### config.mk
export PLATFORM = sky130hd
export DESIGN_NAME = dsss_despread_vigenere_extract_top
export DESIGN_NICKNAME = d
export VERILOG_FILES = /design/src/design/dve_pkg.sv /design/src/design/dve_despread.sv /design/src/design/dve_decrypt.sv /design/src/design/dsss_despread_vigenere_extract_top.sv
export SDC_FILE = /design/constraint.sdc
export NUM_CORES = 1
export LEC_CHECK = 0
export BUFFER_PORTS_ARGS = -buffer_cell sky130_fd_sc_hd__buf_2
export CAP_MARGIN = 20
export CORE_MARGIN = 1.5
export CORE_UTILIZATION = 25
export DETAILED_ROUTE_END_ITERATION = 10
export GPL_TIMING_DRIVEN = 0
export RECOVER_POWER = 100
export SLEW_MARGIN = 10
export SYNTH_ARGS = -nofsm -noshare
export SYNTH_HDL_FRONTEND = slang
export SYNTH_SLANG_ARGS = --single-unit
### constraint.sdc
create_clock -name clk -period 9.6 [get_ports clk]
set_input_delay 0.48 -clock clk [delete_from_list [all_inputs] [get_ports clk]]
set_output_delay 0.48 -clock clk [all_outputs]
set_load 0.02 [all_outputs]
### src/design/dve_pkg.sv
package dve_pkg;

    localparam int SAMPLE_BITS = 16;
    localparam int CPB_W       = 11;
    localparam int KEY_W       = 64;
    localparam int KLEN_W      = 5;

    localparam logic [4:0]  MOD_BASE     = 5'd26;
    localparam logic [7:0]  LETTER_A     = 8'h61;
    localparam logic [11:0] RECIP_26     = 12'd2521;
    localparam int          RECIP_SHIFT  = 16;

    typedef enum logic [1:0] {
        CFG_CHIPS_PER_BIT = 2'd0,
        CFG_KEY_LOW_CHARS = 2'd1,
        CFG_KEY_HIGH_CHARS = 2'd2,
        CFG_KEY_LENGTH = 2'd3
    } cfg_index_t;

    typedef struct packed {
        logic signed [SAMPLE_BITS-1:0] sample;
        logic                          chip_positive;
        logic                          first_sample;
    } in_item_t;

    typedef struct packed {
        logic [7:0] raw_byte;
        logic [7:0] plain_byte;
        logic       text_ended;
    } out_item_t;

    // completed byte handed from despreader to decryptor
    typedef struct packed {
        logic [7:0] raw_byte;
        logic [7:0] key_char;
        logic       ended;
    } byte_req_t;

endpackage

### src/design/dve_despread.sv
module dve_despread #(
    parameter int MAX_CHIPS_PER_BIT = 1024,
    parameter int MAX_KEY_CHARS     = 16
) (
    input  logic                          clk,
    input  logic                          rst_n,
    input  logic                          accept,
    input  dve_pkg::in_item_t             item,
    input  logic [dve_pkg::CPB_W-1:0]     chips_per_bit,
    input  logic [dve_pkg::KEY_W-1:0]     key_low_chars,
    input  logic [dve_pkg::KEY_W-1:0]     key_high_chars,
    input  logic [dve_pkg::KLEN_W-1:0]    key_length,
    output logic                          byte_valid,
    output dve_pkg::byte_req_t            byte_req
);
    import dve_pkg::*;

    localparam int SUM_W = SAMPLE_BITS + $clog2(MAX_CHIPS_PER_BIT) + 1;
    localparam int CNT_W = $clog2(MAX_CHIPS_PER_BIT + 1);
    localparam int EFF_W = (CNT_W > CPB_W) ? CNT_W : CPB_W;
    localparam int KI_W  = (MAX_KEY_CHARS > 1) ? $clog2(MAX_KEY_CHARS) : 1;
    localparam logic [EFF_W-1:0]  MAX_CHIPS = EFF_W'(MAX_CHIPS_PER_BIT);
    localparam logic [KLEN_W-1:0] MAX_LEN   = KLEN_W'(MAX_KEY_CHARS);

    logic [SUM_W-1:0] sum_reg, sum_next, sum_base, sum_new, sample_ext;
    logic [CNT_W-1:0] cnt_reg, cnt_next, cnt_base, cnt_inc;
    logic [7:0]       shift_reg, shift_next, shift_base, shift_new;
    logic [2:0]       bitcnt_reg, bitcnt_next, bitcnt_base;
    logic [KI_W-1:0]  ki_reg, ki_next, ki_base;
    logic [KI_W:0]    ki_inc;
    logic             ended_reg, ended_next, ended_base, ended_new;
    logic [EFF_W-1:0] eff_chips;
    logic [KLEN_W-1:0] eff_len;
    logic             bit_val, bit_done, byte_done;
    logic [2*KEY_W-1:0] key_all;
    logic [7:0]       key_bytes [MAX_KEY_CHARS];

    assign key_all = {key_high_chars, key_low_chars};

    for (genvar g = 0; g < MAX_KEY_CHARS; g++) begin : g_key
        assign key_bytes[g] = key_all[8*g +: 8];
    end

    always_comb
    begin
        if (chips_per_bit == '0)
            eff_chips = EFF_W'(1);
        else if (EFF_W'(chips_per_bit) > MAX_CHIPS)
            eff_chips = MAX_CHIPS;
        else
            eff_chips = EFF_W'(chips_per_bit);

        if (key_length == '0)
            eff_len = KLEN_W'(1);
        else if (key_length > MAX_LEN)
            eff_len = MAX_LEN;
        else
            eff_len = key_length;
    end

    always_comb
    begin
        sum_base    = item.first_sample ? '0 : sum_reg;
        cnt_base    = item.first_sample ? '0 : cnt_reg;
        shift_base  = item.first_sample ? '0 : shift_reg;
        bitcnt_base = item.first_sample ? '0 : bitcnt_reg;
        ki_base     = item.first_sample ? '0 : ki_reg;
        ended_base  = item.first_sample ? 1'b0 : ended_reg;

        sample_ext = {{(SUM_W-SAMPLE_BITS){item.sample[SAMPLE_BITS-1]}}, item.sample};
        sum_new    = item.chip_positive ? sum_base + sample_ext : sum_base - sample_ext;
        cnt_inc    = cnt_base + 1'b1;
        bit_done   = EFF_W'(cnt_inc) >= eff_chips;
        bit_val    = !sum_new[SUM_W-1] && (sum_new != '0);
        shift_new  = {shift_base[6:0], bit_val};
        byte_done  = bit_done && (bitcnt_base == 3'd7);
        ended_new  = ended_base || (shift_new == 8'd0);
        ki_inc     = {1'b0, ki_base} + 1'b1;

        sum_next    = bit_done ? '0 : sum_new;
        cnt_next    = bit_done ? '0 : cnt_inc;
        bitcnt_next = bit_done ? bitcnt_base + 3'd1 : bitcnt_base;
        shift_next  = byte_done ? 8'd0 : (bit_done ? shift_new : shift_base);
        ended_next  = byte_done ? ended_new : ended_base;
        ki_next     = ki_base;
        if (byte_done && !ended_new)
            ki_next = (KLEN_W'(ki_inc) >= eff_len) ? '0 : ki_inc[KI_W-1:0];
    end

    always_ff @(posedge clk or negedge rst_n)
    begin
        if (!rst_n)
        begin
            sum_reg    <= '0;
            cnt_reg    <= '0;
            shift_reg  <= '0;
            bitcnt_reg <= '0;
            ki_reg     <= '0;
            ended_reg  <= 1'b0;
        end
        else if (accept)
        begin
            sum_reg    <= sum_next;
            cnt_reg    <= cnt_next;
            shift_reg  <= shift_next;
            bitcnt_reg <= bitcnt_next;
            ki_reg     <= ki_next;
            ended_reg  <= ended_next;
        end
    end

    assign byte_valid        = accept && byte_done;
    assign byte_req.raw_byte = shift_new;
    assign byte_req.key_char = key_bytes[ki_base];
    assign byte_req.ended    = ended_new;

endmodule

### src/design/dve_decrypt.sv
module dve_decrypt (
    input  dve_pkg::byte_req_t  byte_req,
    output dve_pkg::out_item_t  result
);
    import dve_pkg::*;

    logic [9:0]  diff;
    logic [8:0]  mag;
    logic [20:0] prod;
    logic [4:0]  quot;
    logic [8:0]  rem_full;
    logic [4:0]  rem;
    logic [7:0]  dec;

    // (c - k + 26) rem 26, truncating toward zero; |c - k + 26| <= 281
    always_comb
    begin
        diff     = {{2{byte_req.raw_byte[7]}}, byte_req.raw_byte}
                 - {{2{byte_req.key_char[7]}}, byte_req.key_char}
                 + 10'(MOD_BASE);
        mag      = diff[9] ? 9'(-diff) : diff[8:0];
        prod     = 21'(mag) * 21'(RECIP_26);
        quot     = prod[RECIP_SHIFT +: 5];
        rem_full = mag - 9'(quot) * 9'(MOD_BASE);
        rem      = rem_full[4:0];
        dec      = diff[9] ? LETTER_A - 8'(rem) : LETTER_A + 8'(rem);
    end

    assign result.raw_byte   = byte_req.raw_byte;
    assign result.plain_byte = byte_req.ended ? byte_req.raw_byte : dec;
    assign result.text_ended = byte_req.ended;

endmodule

### src/design/dsss_despread_vigenere_extract_top.sv
// A byte's result is registered in the byte register, then decrypted into the output register.
// Throughput: one sample per cycle while in_stall is low; one result per 8 * chips_per_bit samples.
// in_stall rises only while both the byte register and the output register hold requests.
// Reset: asynchronous, active low; clears all counters, the sum, the end flag and both
// output-side valids; configuration returns to chips_per_bit 8, zero key, key_length 1.
module dsss_despread_vigenere_extract_top #(
    parameter int MAX_CHIPS_PER_BIT = 1024,
    parameter int MAX_KEY_CHARS     = 16
) (
    input  logic                        clk,
    input  logic                        rst_n,
    input  logic                        in_valid,
    output logic                        in_stall,
    input  dve_pkg::in_item_t           in_data,
    output logic                        out_valid,
    input  logic                        out_stall,
    output dve_pkg::out_item_t          out_data,
    input  logic                        cfg_valid,
    output logic                        cfg_ready,
    input  logic [1:0]                  cfg_index,
    input  logic [dve_pkg::KEY_W-1:0]   cfg_data
);
    import dve_pkg::*;

    logic [CPB_W-1:0]  chips_reg;
    logic [KEY_W-1:0]  key_low_reg, key_high_reg;
    logic [KLEN_W-1:0] key_len_reg;
    logic              accept, byte_valid, pend_move, out_free;
    logic              pend_valid_reg, pend_valid_next;
    logic              out_valid_reg, out_valid_next;
    byte_req_t         byte_req, pend_reg;
    out_item_t         dec_result, out_reg;

    assign cfg_ready = 1'b1;

    always_ff @(posedge clk or negedge rst_n)
    begin
        if (!rst_n)
        begin
            chips_reg    <= CPB_W'(8);
            key_low_reg  <= '0;
            key_high_reg <= '0;
            key_len_reg  <= KLEN_W'(1);
        end
        else if (cfg_valid && cfg_ready)
        begin
            unique case (cfg_index_t'(cfg_index))
                CFG_CHIPS_PER_BIT:  chips_reg    <= cfg_data[CPB_W-1:0];
                CFG_KEY_LOW_CHARS:  key_low_reg  <= cfg_data;
                CFG_KEY_HIGH_CHARS: key_high_reg <= cfg_data;
                CFG_KEY_LENGTH:     key_len_reg  <= cfg_data[KLEN_W-1:0];
                default:            key_len_reg  <= key_len_reg;
            endcase
        end
    end

    assign in_stall  = pend_valid_reg && out_valid_reg;
    assign accept    = in_valid && !in_stall;
    assign out_free  = !out_valid_reg || !out_stall;
    assign pend_move = pend_valid_reg && out_free;

    dve_despread #(
        .MAX_CHIPS_PER_BIT (MAX_CHIPS_PER_BIT),
        .MAX_KEY_CHARS     (MAX_KEY_CHARS)
    ) u_despread (
        .clk            (clk),
        .rst_n          (rst_n),
        .accept         (accept),
        .item           (in_data),
        .chips_per_bit  (chips_reg),
        .key_low_chars  (key_low_reg),
        .key_high_chars (key_high_reg),
        .key_length     (key_len_reg),
        .byte_valid     (byte_valid),
        .byte_req       (byte_req)
    );

    dve_decrypt u_decrypt (
        .byte_req (pend_reg),
        .result   (dec_result)
    );

    always_comb
    begin
        pend_valid_next = pend_valid_reg;
        if (byte_valid)
            pend_valid_next = 1'b1;
        else if (pend_move)
            pend_valid_next = 1'b0;
        out_valid_next = pend_move || (out_valid_reg && out_stall);
    end

    always_ff @(posedge clk or negedge rst_n)
    begin
        if (!rst_n)
        begin
            pend_valid_reg <= 1'b0;
            out_valid_reg  <= 1'b0;
        end
        else
        begin
            pend_valid_reg <= pend_valid_next;
            out_valid_reg  <= out_valid_next;
        end
    end

    always_ff @(posedge clk)
    begin
        if (byte_valid)
            pend_reg <= byte_req;
        if (pend_move)
            out_reg <= dec_result;
    end

    assign out_valid = out_valid_reg;
    assign out_data  = out_reg;

    // a held byte request is never overwritten before it moves on
    assert property (@(posedge clk) disable iff (!rst_n)
        pend_valid_reg && !pend_move |-> !byte_valid)
        else $error("byte request overwritten");

    assert property (@(posedge clk) disable iff (!rst_n)
        out_valid_reg && out_stall |=> out_valid_reg)
        else $error("stalled result dropped");

    assert property (@(posedge clk) disable iff (!rst_n)
        out_valid_reg && (out_reg.raw_byte == 8'd0) |-> out_reg.text_ended)
        else $error("zero byte without end flag");

    // decrypted bytes land in 'a' +/- 25
    assert property (@(posedge clk) disable iff (!rst_n)
        out_valid_reg && !out_reg.text_ended |->
            (out_reg.plain_byte >= 8'd72) && (out_reg.plain_byte <= 8'd122))
        else $error("decrypted byte out of range");

endmodule

==> results of run 1 <==
repair_timing:
item                                    4_1_cts  5_1_grt
endpoints found under the setup margin        4        5
setup buffers                                 9        9
pin swaps                                     5       13
hold buffers                                  1        0
endpoints found under the hold margin        33        0
gates resized for setup                      18       18
through the flow:
stage          TNS [ns]  setup slack (ns)  utilization  std cells  hold slack, ns
3_3_place_gp     -1.333           -0.3993       0.2787       2467          0.4518
5_1_grt        -0.03081          -0.02520       0.2989       2541          0.1316
4_1_cts               0           0.06380       0.2973       2529          0.1262
3_5_place_dp     -1.986           -0.5728       0.2794       2468          0.4580
6_report              0            0.4593       0.2990       2542          0.1474
2_1_floorplan         0            0.6967            -       1524          0.1844
cell type report:
| class | instances | area, um2 | share of cell area |
|---|---|---|---|
| antenna | 4 | 10.01 | 0.0005416 |
| clock buffer | 39 | 782.0 | 0.04231 |
| buffer | 76 | 295.3 | 0.01598 |
| multi-input combinational | 1115 | 9169 | 0.4961 |
| clock inverter | 12 | 148.9 | 0.008056 |
| inverter | 100 | 375.4 | 0.02031 |
| sequential | 233 | 6003 | 0.3248 |
| timing repair buffer | 126 | 651.9 | 0.03527 |
| tap | 837 | 1047 | 0.05666 |
Yosys cell counts (4+ instances only):
| library cell | instances |
|---|---|
| o211ai_1 | 8 |
| nand4_1 | 11 |
| or3_1 | 14 |
| buf_1 | 4 |
| inv_1 | 100 |
| a21o_1 | 34 |
| xor2_1 | 39 |
| ha_1 | 112 |
| o41ai_1 | 8 |
| a32o_1 | 13 |
| dfrtp_1 | 197 |
| clkbuf_1 | 69 |
| a221oi_1 | 8 |
| fa_1 | 26 |
| nor4_1 | 8 |
| a22o_1 | 4 |
| and3_1 | 10 |
| mux2_2 | 183 |
| nand3_1 | 20 |
| a2111oi_0 | 5 |
| o21bai_1 | 5 |
| xnor2_1 | 26 |
| o21ai_0 | 70 |
| a22oi_1 | 14 |
| a211oi_1 | 10 |
| mux2i_1 | 22 |
| nand2_1 | 123 |
| nor2b_1 | 49 |
| o21ai_1 | 5 |
| nor3_1 | 22 |
| edfxtp_1 | 34 |
| nand2b_1 | 14 |
| nor2_1 | 74 |
| a31oi_1 | 4 |
| o21a_1 | 4 |
| o31ai_1 | 18 |
| a21oi_1 | 80 |
worst paths after layout:
kind                                                           to                               from
worst min register to register  u_despread.sum_reg[6]$_DFFE_PN0P_  u_despread.sum_reg[6]$_DFFE_PN0P_
min in group asynchronous             key_low_reg[44]$_DFFE_PN0P_                              rst_n
worst max register to register              out_data[5]$_DFFE_PP_              pend_reg[9]$_DFFE_PP_
max in group asynchronous       u_despread.sum_reg[2]$_DFFE_PN0P_                              rst_n
worst min-delay path                 key_high_reg[34]$_DFFE_PN0P_                       cfg_data[34]
worst max-delay path                        out_data[5]$_DFFE_PP_              pend_reg[9]$_DFFE_PP_
critical path: cells and delay by family (launching register included):
family | cells | cell delay [ns]
adders and majority gates | 9 | 3.37
AOI/OAI and AO/OA | 9 | 1.93
xor gates and xnor gates | 8 | 1.51
and+or+nand+nor | 6 | 0.71
buffers and inverters | 8 | 0.64
DFF | 1 | 0.43
muxes | 1 | 0.27
kinds of logic (layout without fill, tap and decap cells):
| logic type | Yosys count | in the layout | share of synthesized area |
|---|---|---|---|
| adder cells (fa/ha/maj) | 138 | 138 | 0.1228 |
| XOR/XNOR | 68 | 68 | 0.04061 |
| buffers and inverters | 176 | 353 | 0.04261 |
| multiplexers | 206 | 206 | 0.1464 |
| AND/OR/NAND/NOR | 368 | 368 | 0.1154 |
| other | 1 | 5 | 0.0002396 |
| AO/OA/AOI/OAI | 334 | 334 | 0.1484 |
| flip-flops | 233 | 233 | 0.3835 |
report_power, final:
group	internal, W	total (W)	switching, W	leakage [nW]
combinational	0.000352	0.000775	0.000424	4.80
clock	0.000626	0.00106	0.000438	0.454
sequential	0.00118	0.00126	0.0000880	2.73
total	0.00215	0.00310	0.000949	7.99
per-layer routing:
| layer | vias to the layer above | track usage | wire [um] |
|---|---|---|---|
| met5 | - | 0 | 119 |
| met1 | 5811 | 0.1600 | 18230 |
| li1 | 5790 | - | - |
| met3 | 81 | 0.02827 | 2255 |
| met4 | 20 | 0.03832 | 1020 |
| met2 | 229 | 0.2228 | 20510 |
==> results.py, run 1 <==
metrics = {
    "outcome": {
        "outcome": "finished with violations",
        "violations": "max-capacitance violations, max-slew violations",
    },
    "clocking": {
        "clk_path_buf_depth": 3,
        "htreeDepth": 1,
        "cts.sink_count": 233,
        "cts_tree": "built",
        "path_clk_slew_ns": 0.06,
        "numCtsBuffers": 28,
        "clockRootBuffer": "clkbuf_16",
        "clkLatencyLatePin_ns": 0.58,
    },
    "routing": {
        "routed_wl_mm": 42.14,
        "drt-initial-drc-count": 622,
        "wl_per_cell_um": 16.58,
        "dr.pass1.iters": 5,
        "vias_per_cell": 4.694,
        "drc": 0,
        "vias": 11930,
        "drtAntennaViolNets": 0,
    },
    "hold_path": {
        "min_path_cells": 2,
        "hp-class": "primary input to flop",
    },
    "yosys": {
        "synth_top_area_share": 0.3149,
        "synthTopCellsByArea": "dfrtp_1 (31%), mux2_2 (13%), ha_1 (9.0%)",
        "synth_cells": 1524,
        "synth_edf_count": 34,
        "synth_cell_types": 91,
        "syn_avg_cell_area_um2": 10.27,
        "yosys_warnings": 0,
        "ys_async_sr_fraction": 0.8541,
        "seq_area_frac_synth": 0.3835,
        "synth-seq-cells": 233,
        "syn-num-nets": 1751,
        "synth_top_cell_by_area": "dfrtp_1",
        "syn_area_um2": 15650,
        "synth_ff_type": "dfrtp_1",
    },
    "worst_setup_path": {
        "cp_slowest_stage_delay_ns": 0.53,
        "critical_path_class": "flop to flop",
        "cp-end-kind": "flop",
        "cpMostUsedCell": "inv_1",
        "rr_worst_depth": 41,
        "critical_path.slowest_cell": "fa_1",
        "crit_required_ns": 9.90,
        "cp-start-kind": "flop",
        "worstPathArrival_ns": 9.44,
        "cp_max_fo": 10,
        "reg2reg_setup_slack_ns": 0.46,
    },
    "place": {
        "hpwl_mm": 32.43,
        "place_area_um2": 17270,
        "io_buffers": 106,
        "gp_congestion": 0.8684,
    },
    "power_and_ir_drop": {
        "power_leakage_nw": 7.988,
        "ir_drop_mv": 0.1422,
        "p_per_area_nw_per_um2": 167.9,
        "design_power_total_w": 0.003103,
    },
    "grt": {
        "grt_antenna_before_repair": 13,
        "grt_usage": 0.1290,
        "grt_pass1_vias": 12230,
        "grt_remaining_overflow": 0,
        "grt_pass1_wl_mm": 66.14,
        "grt_max_degree": 106,
    },
    "finish": {
        "nNetsFinal": 1907,
        "syn_to_final_growth_pct": 18.08,
        "fill_cells": 6340,
        "layout_common_cells": "dfrtp_1 (197), mux2_2 (183), nand2_1 (123), ha_1 (112), inv_1 (99)",
        "final_area_um2": 18480,
        "drive_gt1_frac": 0.2228,
        "final_common_cell": "dfrtp_1",
    },
    "sta": {
        "finalSetupViolCount": 0,
        "min_period_ns": 9.141,
        "slew_viol_final": 220,
        "fin_crit_sh": 0.9522,
        "max_freq_mhz": 109.4,
        "tightest_slew_ns": 5.927,
        "finalHoldViolCount": 0,
        "slew-limit-headroom": -2.951,
        "skew_ns": 0.02827,
    },
    "job": {
        "max_cap_viol_count": 3,
    },
    "floorplan": {
        "die_area_um2": 64120,
        "start_util": 0.2532,
        "die_w_um": 253.2,
        "core_area_um2": 61830,
        "die_h_um": 253.2,
        "row_count": 91,
        "ios": 109,
    },
}
Power figures use the tool's default switching activity.
==> run 2, diff against run 1 <==
--- a/config.mk
+++ b/config.mk
@@ -15,4 +15,5 @@
 export SLEW_MARGIN = 10
 export SYNTH_ARGS = -nofsm -noshare
 export SYNTH_HDL_FRONTEND = slang
+export SYNTH_HIERARCHICAL = 1
 export SYNTH_SLANG_ARGS = --single-unit
==> results.py, run 2 <==
metrics = {
    "outcome": {
        "outcome": "finished with violations",
        "violations": "max-capacitance violations, max-slew violations",
    },
    "worst_setup_path": {
        "cp-start-kind": "flop",
        "cp-end-kind": "flop",
        "cp_max_fo": 10,
        "critical_path.slowest_cell": "fa_1",
        "cp_slowest_stage_delay_ns": 0.53,
        "cpMostUsedCell": "inv_1",
        "worstPathArrival_ns": 9.42,
        "critical_path_class": "flop to flop",
        "crit_required_ns": 9.97,
    },
    "routing": {
        "vias": 11950,
        "drc": 0,
        "vias_per_cell": 4.710,
        "drtAntennaViolNets": 0,
        "drt-initial-drc-count": 556,
        "routed_wl_mm": 44.02,
        "dr.pass1.iters": 5,
        "wl_per_cell_um": 17.34,
    },
    "grt": {
        "grt_max_degree": 108,
        "grt_pass1_wl_mm": 69.90,
        "grt_remaining_overflow": 0,
        "grt_usage": 0.1306,
        "grt_pass1_vias": 12560,
        "grt_antenna_before_repair": 17,
    },
    "sta": {
        "fin_crit_sh": 0.9428,
        "finalHoldViolCount": 0,
        "fin_setup_tns_ns": 0,
        "skew_ns": 0.01644,
        "rsz0062_at_grt": "false",
        "slew_viol_final": 202,
        "min_period_ns": 9.051,
        "finalSetupViolCount": 0,
        "max_freq_mhz": 110.5,
        "worst_slack_ns": 0.5490,
        "tightest_slew_ns": 5.761,
        "slew-limit-headroom": -2.841,
    },
    "power_and_ir_drop": {
        "pwr-share-clk": 0.345,
        "seq_power_share": 0.401,
        "p_sw_frac": 0.3086,
        "design_power_total_w": 0.003171,
        "intPower_w": 0.002192,
        "combPwrFrac": 0.254,
        "p_per_area_nw_per_um2": 172.7,
        "power_leakage_nw": 8.023,
        "ir_drop_mv": 0.1394,
        "p_sw_w": 0.0009786,
    },
    "clocking": {
        "cts_setup_buffers": 0,
        "ctsHoldBuffers": 0,
        "clkLatencyLatePin_ns": 0.56,
        "cts.sink_count": 233,
        "path_clk_slew_ns": 0.06,
        "numCtsBuffers": 26,
        "htreeDepth": 1,
        "clockRootBuffer": "clkbuf_16",
        "clk_path_buf_depth": 3,
        "cts_tree": "built",
    },
    "finish": {
        "nNetsFinal": 1894,
        "layout_common_cells": "dfrtp_1 (197), inv_1 (121), ha_1 (119), mux2_1 (109), nand2_1 (89)",
        "syn_to_final_growth_pct": 11.39,
        "final_cells": 2538,
        "drive_gt1_frac": 0.1578,
        "fill_cells": 6796,
        "fin_util": 0.2833,
        "final_common_cell": "dfrtp_1",
    },
    "yosys": {
        "synth_edf_count": 34,
        "syn-num-nets": 1758,
        "yosys_warnings": 6,
        "synth_cells": 1523,
        "synth_top_cells_by_count": "dfrtp_1 (197), mux2_4 (122), inv_1 (121)",
        "syn_avg_cell_area_um2": 10.82,
        "yosysMostFrequentCell": "dfrtp_1",
        "synth_ff_type": "dfrtp_1",
        "synth_cell_types": 100,
        "synth_top_cell_by_area": "dfrtp_1",
        "synth-seq-cells": 233,
        "ys_async_sr_fraction": 0.8541,
        "seq_area_frac_synth": 0.3642,
        "syn_area_um2": 16480,
        "synth_top_area_share": 0.2991,
        "synthTopCellsByArea": "dfrtp_1 (30%), mux2_4 (11%), ha_1 (9.0%)",
    },
    "place": {
        "io_buffers": 106,
        "placed_cells": 2486,
        "gp_congestion": 0.8390,
        "hpwl_mm": 34.16,
        "place_ws_ns": -0.2195,
    },
    "hold_path": {
        "hp-class": "primary input to flop",
    },
    "floorplan": {
        "row_count": 93,
        "die_w_um": 259.8,
        "die_area_um2": 67490,
        "start_util": 0.2543,
        "die_h_um": 259.8,
        "ios": 109,
        "core_area_um2": 64810,
    },
    "job": {
        "max_cap_viol_count": 2,
    },
}
-- run 2: what timing repair did --
item / 4_1_cts / 5_1_grt
resized for setup: 2 / 5
cloned: 0 / 0
endpoints found under the setup margin: 4 / 4
-- run 2: power groups by stage --
stage | combinational (W) | sequential (W) | clock [W]
floorplan | 0.000683 | 0.00126 | 0
global placement | 0.000880 | 0.00128 | 0
detailed placement | 0.000900 | 0.00129 | 0
CTS | 0.000905 | 0.00127 | 0.00112
global route | 0.000899 | 0.00129 | 0.00116
finish | 0.000806 | 0.00127 | 0.00110
-- run 2: area by class of cell --
cell class	count	area, um2	share of cell area
clock buffers	31	699.4	0.03809
clock inverters	17	239.0	0.01301
well taps	855	1070	0.05826
multi-input cells	1087	9015	0.4909
diodes	4	10.01	0.0005451
repair buffers	108	513.0	0.02794
flip-flops and latches	233	6003	0.3269
plain buffers	77	340.3	0.01853
inverters	126	473.0	0.02576
-- run 2: cell families (layout without fill, tap and decap cells) --
family / Yosys count / in the layout / synth area share
multiplexers: 206 / 206 / 0.1669
XOR/XNOR: 64 / 64 / 0.03719
adder cells (fa/ha/maj): 146 / 146 / 0.1231
buffers and inverters: 203 / 359 / 0.06307
AO/OA/AOI/OAI: 340 / 340 / 0.1422
other: 1 / 5 / 0.0002275
AND/OR/NAND/NOR: 330 / 330 / 0.1031
flip-flops: 233 / 233 / 0.3642
-- run 2: metal layers --
layer  vias to the layer above  wire (um)  track usage
met5                         -        115            0
met4                        22        901      0.03101
met3                        78       2211      0.02661
met2                       195      22280       0.2343
met1                      5906      18510       0.1586
li1                       5752          -            -
-- run 2: path summary, 6_finish.rpt --
path / end / cells past startpoint / startpoint / slack [ns]
max: out_data[5]$_DFFE_PP_ / 37 / pend_reg[10]$_DFFE_PP_ / 0.55
min: key_low_reg[22]$_DFFE_PN0P_ / 2 / cfg_data[22] / 0.15
max reg2reg: out_data[5]$_DFFE_PP_ / 37 / pend_reg[10]$_DFFE_PP_ / 0.55
min reg2reg: out_valid$_DFF_PN0_ / 1 / pend_valid_reg$_DFFE_PN0P_ / 0.47
max in group asynchronous: u_despread/sum_reg[14]$_DFFE_PN0P_ / 2 / rst_n / 2.99
min in group asynchronous: key_high_reg[24]$_DFFE_PN0P_ / 1 / rst_n / 2.05
-- run 2: worst max-delay path: cells and delay by family (launching register included) --
kind | cells | cell delay, ns
AOI/OAI and AO/OA | 12 | 2.46
adders and majority gates | 10 | 3.55
and+or+nand+nor | 1 | 0.13
xor gates and xnor gates | 5 | 1.24
DFF | 1 | 0.35
muxes | 1 | 0.35
buffers and inverters | 8 | 0.76
-- run 2: per-stage QoR --
| step | area (um2) | hold WS, ns |
|---|---|---|
| floorplan | 16480 | 0.1844 |
| global placement | 18080 | 0.4459 |
| detailed placement | 18140 | 0.4658 |
| CTS | 19090 | 0.01042 |
| global route | 18360 | 0.1470 |
| finish | 18360 | 0.1462 |
==> run 3, diff against run 2 <==
--- a/config.mk
+++ b/config.mk
@@ -11,6 +11,7 @@
 export CORE_UTILIZATION = 25
 export DETAILED_ROUTE_END_ITERATION = 10
 export GPL_TIMING_DRIVEN = 0
+export PLACE_DENSITY = 0.39
 export RECOVER_POWER = 100
 export SLEW_MARGIN = 10
 export SYNTH_ARGS = -nofsm -noshare
==> results.py, run 3 (synthesis results as in run 2) <==
metrics = {
    "routing": {
        "drc": 0,
        "wl_per_cell_um": 18.71,
        "vias": 11840,
        "routed_wl_mm": 47.60,
        "dr.pass1.iters": 7,
        "drtAntennaViolNets": 0,
        "drt-initial-drc-count": 520,
        "vias_per_cell": 4.655,
    },
    "place": {
        "hpwl_mm": 36.86,
        "gp_congestion": 0.7954,
        "io_buffers": 106,
        "place_area_um2": 18160,
    },
    "power_and_ir_drop": {
        "p_sw_w": 0.001009,
        "intPower_w": 0.002226,
        "p_per_area_nw_per_um2": 174.6,
        "ir_drop_mv": 0.1383,
        "seq_power_share": 0.393,
        "combPwrFrac": 0.255,
        "p_sw_frac": 0.3119,
        "power_leakage_nw": 8.105,
        "pwr-share-clk": 0.352,
    },
    "worst_setup_path": {
        "cpMostUsedCell": "inv_1",
        "cp_slowest_stage_delay_ns": 0.53,
        "cp_max_fo": 10,
        "crit_required_ns": 9.99,
        "r2r_end": "out_data[5]$_DFFE_PP_",
        "worstPathArrival_ns": 9.37,
        "crit-reg2reg-launch": "pend_reg[10]$_DFFE_PP_",
        "critical_path_class": "flop to flop",
        "critical_path.slowest_cell": "fa_1",
        "reg2reg_setup_slack_ns": 0.62,
        "cp-start-kind": "flop",
        "rr_worst_depth": 37,
        "cp-end-kind": "flop",
    },
    "sta": {
        "slew_viol_final": 204,
        "finalSetupViolCount": 0,
        "finalHoldViolCount": 0,
        "slew-limit-headroom": -1.605,
        "min_period_ns": 8.981,
        "fin_crit_sh": 0.9355,
        "skew_ns": 0.007986,
        "tightest_slew_ns": 3.908,
        "rsz0062_at_grt": "false",
        "max_freq_mhz": 111.3,
        "fin_setup_tns_ns": 0,
    },
    "floorplan": {
        "die_w_um": 259.8,
        "die_h_um": 259.8,
        "start_util": 0.2543,
        "core_area_um2": 64810,
        "row_count": 93,
        "ios": 109,
        "die_area_um2": 67490,
    },
    "finish": {
        "syn_to_final_growth_pct": 12.39,
        "fill_cells": 6815,
        "final_area_um2": 18530,
        "final_common_cell": "dfrtp_1",
        "drive_gt1_frac": 0.1629,
        "layout_common_cells": "dfrtp_1 (197), inv_1 (121), ha_1 (119), mux2_1 (109), nand2_1 (89)",
        "nNetsFinal": 1900,
    },
    "clocking": {
        "clk_path_buf_depth": 3,
        "cts_setup_buffers": 0,
        "cts_tree": "built",
        "cts.sink_count": 233,
        "clkLatencyLatePin_ns": 0.58,
        "path_clk_slew_ns": 0.06,
        "htreeDepth": 1,
        "clockRootBuffer": "clkbuf_16",
        "numCtsBuffers": 29,
    },
    "hold_path": {
        "hp-class": "primary input to flop",
        "holdPathEnd": "key_low_reg[29]$_DFFE_PN0P_",
        "min_from": "cfg_data[29]",
        "min_path_cells": 2,
    },
    "grt": {
        "grt_pass1_vias": 12660,
        "grt_max_degree": 90,
        "grt_antenna_before_repair": 1,
        "grt_usage": 0.1423,
        "grt_pass1_wl_mm": 74.91,
        "grt_remaining_overflow": 0,
    },
    "job": {
        "max_cap_viol_count": 3,
    },
    "outcome": {
        "violations": "max-capacitance violations, max-slew violations",
        "outcome": "finished with violations",
    },
}
-- run 3: cell types whose count changed in the layout (fill, tap and decap cells not counted), sizes merged --
cell | before | now
inv | 125 | 124
clkinvlp | 4 | 1
bufinv | 5 | 2
diode | 4 | 1
clkinv | 9 | 7
dlygate4sd3 | 0 | 1
clkbuf | 122 | 137
buf | 94 | 96
-- run 3: area by class of cell --
type | instances | area [um2] | share of cell area
flip-flops and latches | 233 | 6003 | 0.3240
clock inverters | 8 | 107.6 | 0.005808
diodes | 1 | 2.502 | 0.0001351
repair buffers | 111 | 534.3 | 0.02884
clock buffers | 46 | 890.9 | 0.04808
multi-input cells | 1087 | 9100 | 0.4912
inverters | 126 | 473.0 | 0.02553
plain buffers | 77 | 346.6 | 0.01871
well taps | 855 | 1070 | 0.05774
-- run 3: through the flow --
stage	worst slack, ns	hold WS, ns	util	cells	total power, W
4_1_cts	0.004583	0.1077	0.2959	2542	0.003387
2_1_floorplan	1.137	0.1844	-	1523	0.001940
5_1_grt	0.03894	0.1060	0.2858	2543	0.003431
6_report	0.6190	0.1189	0.2859	2544	0.003235
3_5_place_dp	-0.4366	0.3970	0.2803	2487	0.002213
3_3_place_gp	-0.3874	0.4449	0.2790	2484	0.002202
-- run 3: how the worst max path moves through the flow --
stage | start | end | slack, ns | cells past startpoint
5_1_grt | pend_reg[10]$_DFFE_PP_ | out_data[5]$_DFFE_PP_ | 0.04 | 37
3_5_place_dp | pend_reg[10]$_DFFE_PP_ | out_data[5]$_DFFE_PP_ | -0.44 | 37
4_1_cts | pend_reg[10]$_DFFE_PP_ | out_data[5]$_DFFE_PP_ | 0.005 | 37
2_1_floorplan | pend_reg[10]$_DFFE_PP_ | out_data[5]$_DFFE_PP_ | 1.14 | 37
3_3_place_gp | pend_reg[10]$_DFFE_PP_ | out_data[5]$_DFFE_PP_ | -0.39 | 37
6_report | pend_reg[10]$_DFFE_PP_ | out_data[5]$_DFFE_PP_ | 0.62 | 37
-- run 3: power groups by stage --
| stage | sequential [W] | clock [W] | combinational, W |
|---|---|---|---|
| floorplan | 0.00126 | 0 | 0.000683 |
| global route | 0.00130 | 0.00121 | 0.000921 |
| global placement | 0.00129 | 0 | 0.000914 |
| CTS | 0.00127 | 0.00118 | 0.000930 |
| detailed placement | 0.00129 | 0 | 0.000924 |
| finish | 0.00127 | 0.00114 | 0.000826 |
-- run 3: repair_timing --
| item | 4_1_cts | 5_1_grt |
|---|---|---|
| pin swaps | 0 | 0 |
| resized for setup | 2 | 16 |
| hold buffers | 1 | 0 |
| hold endpoints to repair | 42 | 0 |
| endpoints found under the setup margin | 4 | 4 |
-- run 3: worst max-delay path, delay by kind of cell (launching register included) --
kind	cells	cell delay, ns
adder cells (fa/ha/maj)	10	3.57
XOR/XNOR	5	1.18
flip-flops	1	0.35
multiplexers	1	0.34
buffers and inverters	8	0.74
AND/OR/NAND/NOR	1	0.14
AO/OA/AOI/OAI	12	2.46
-- run 3: per-layer routing --
layer | global-route usage | routed length [um]
met1 | 0.1897 | 22140
met2 | 0.2481 | 23270
met3 | 0.01413 | 1499
met4 | 0.02939 | 696
met5 | 0 | 0
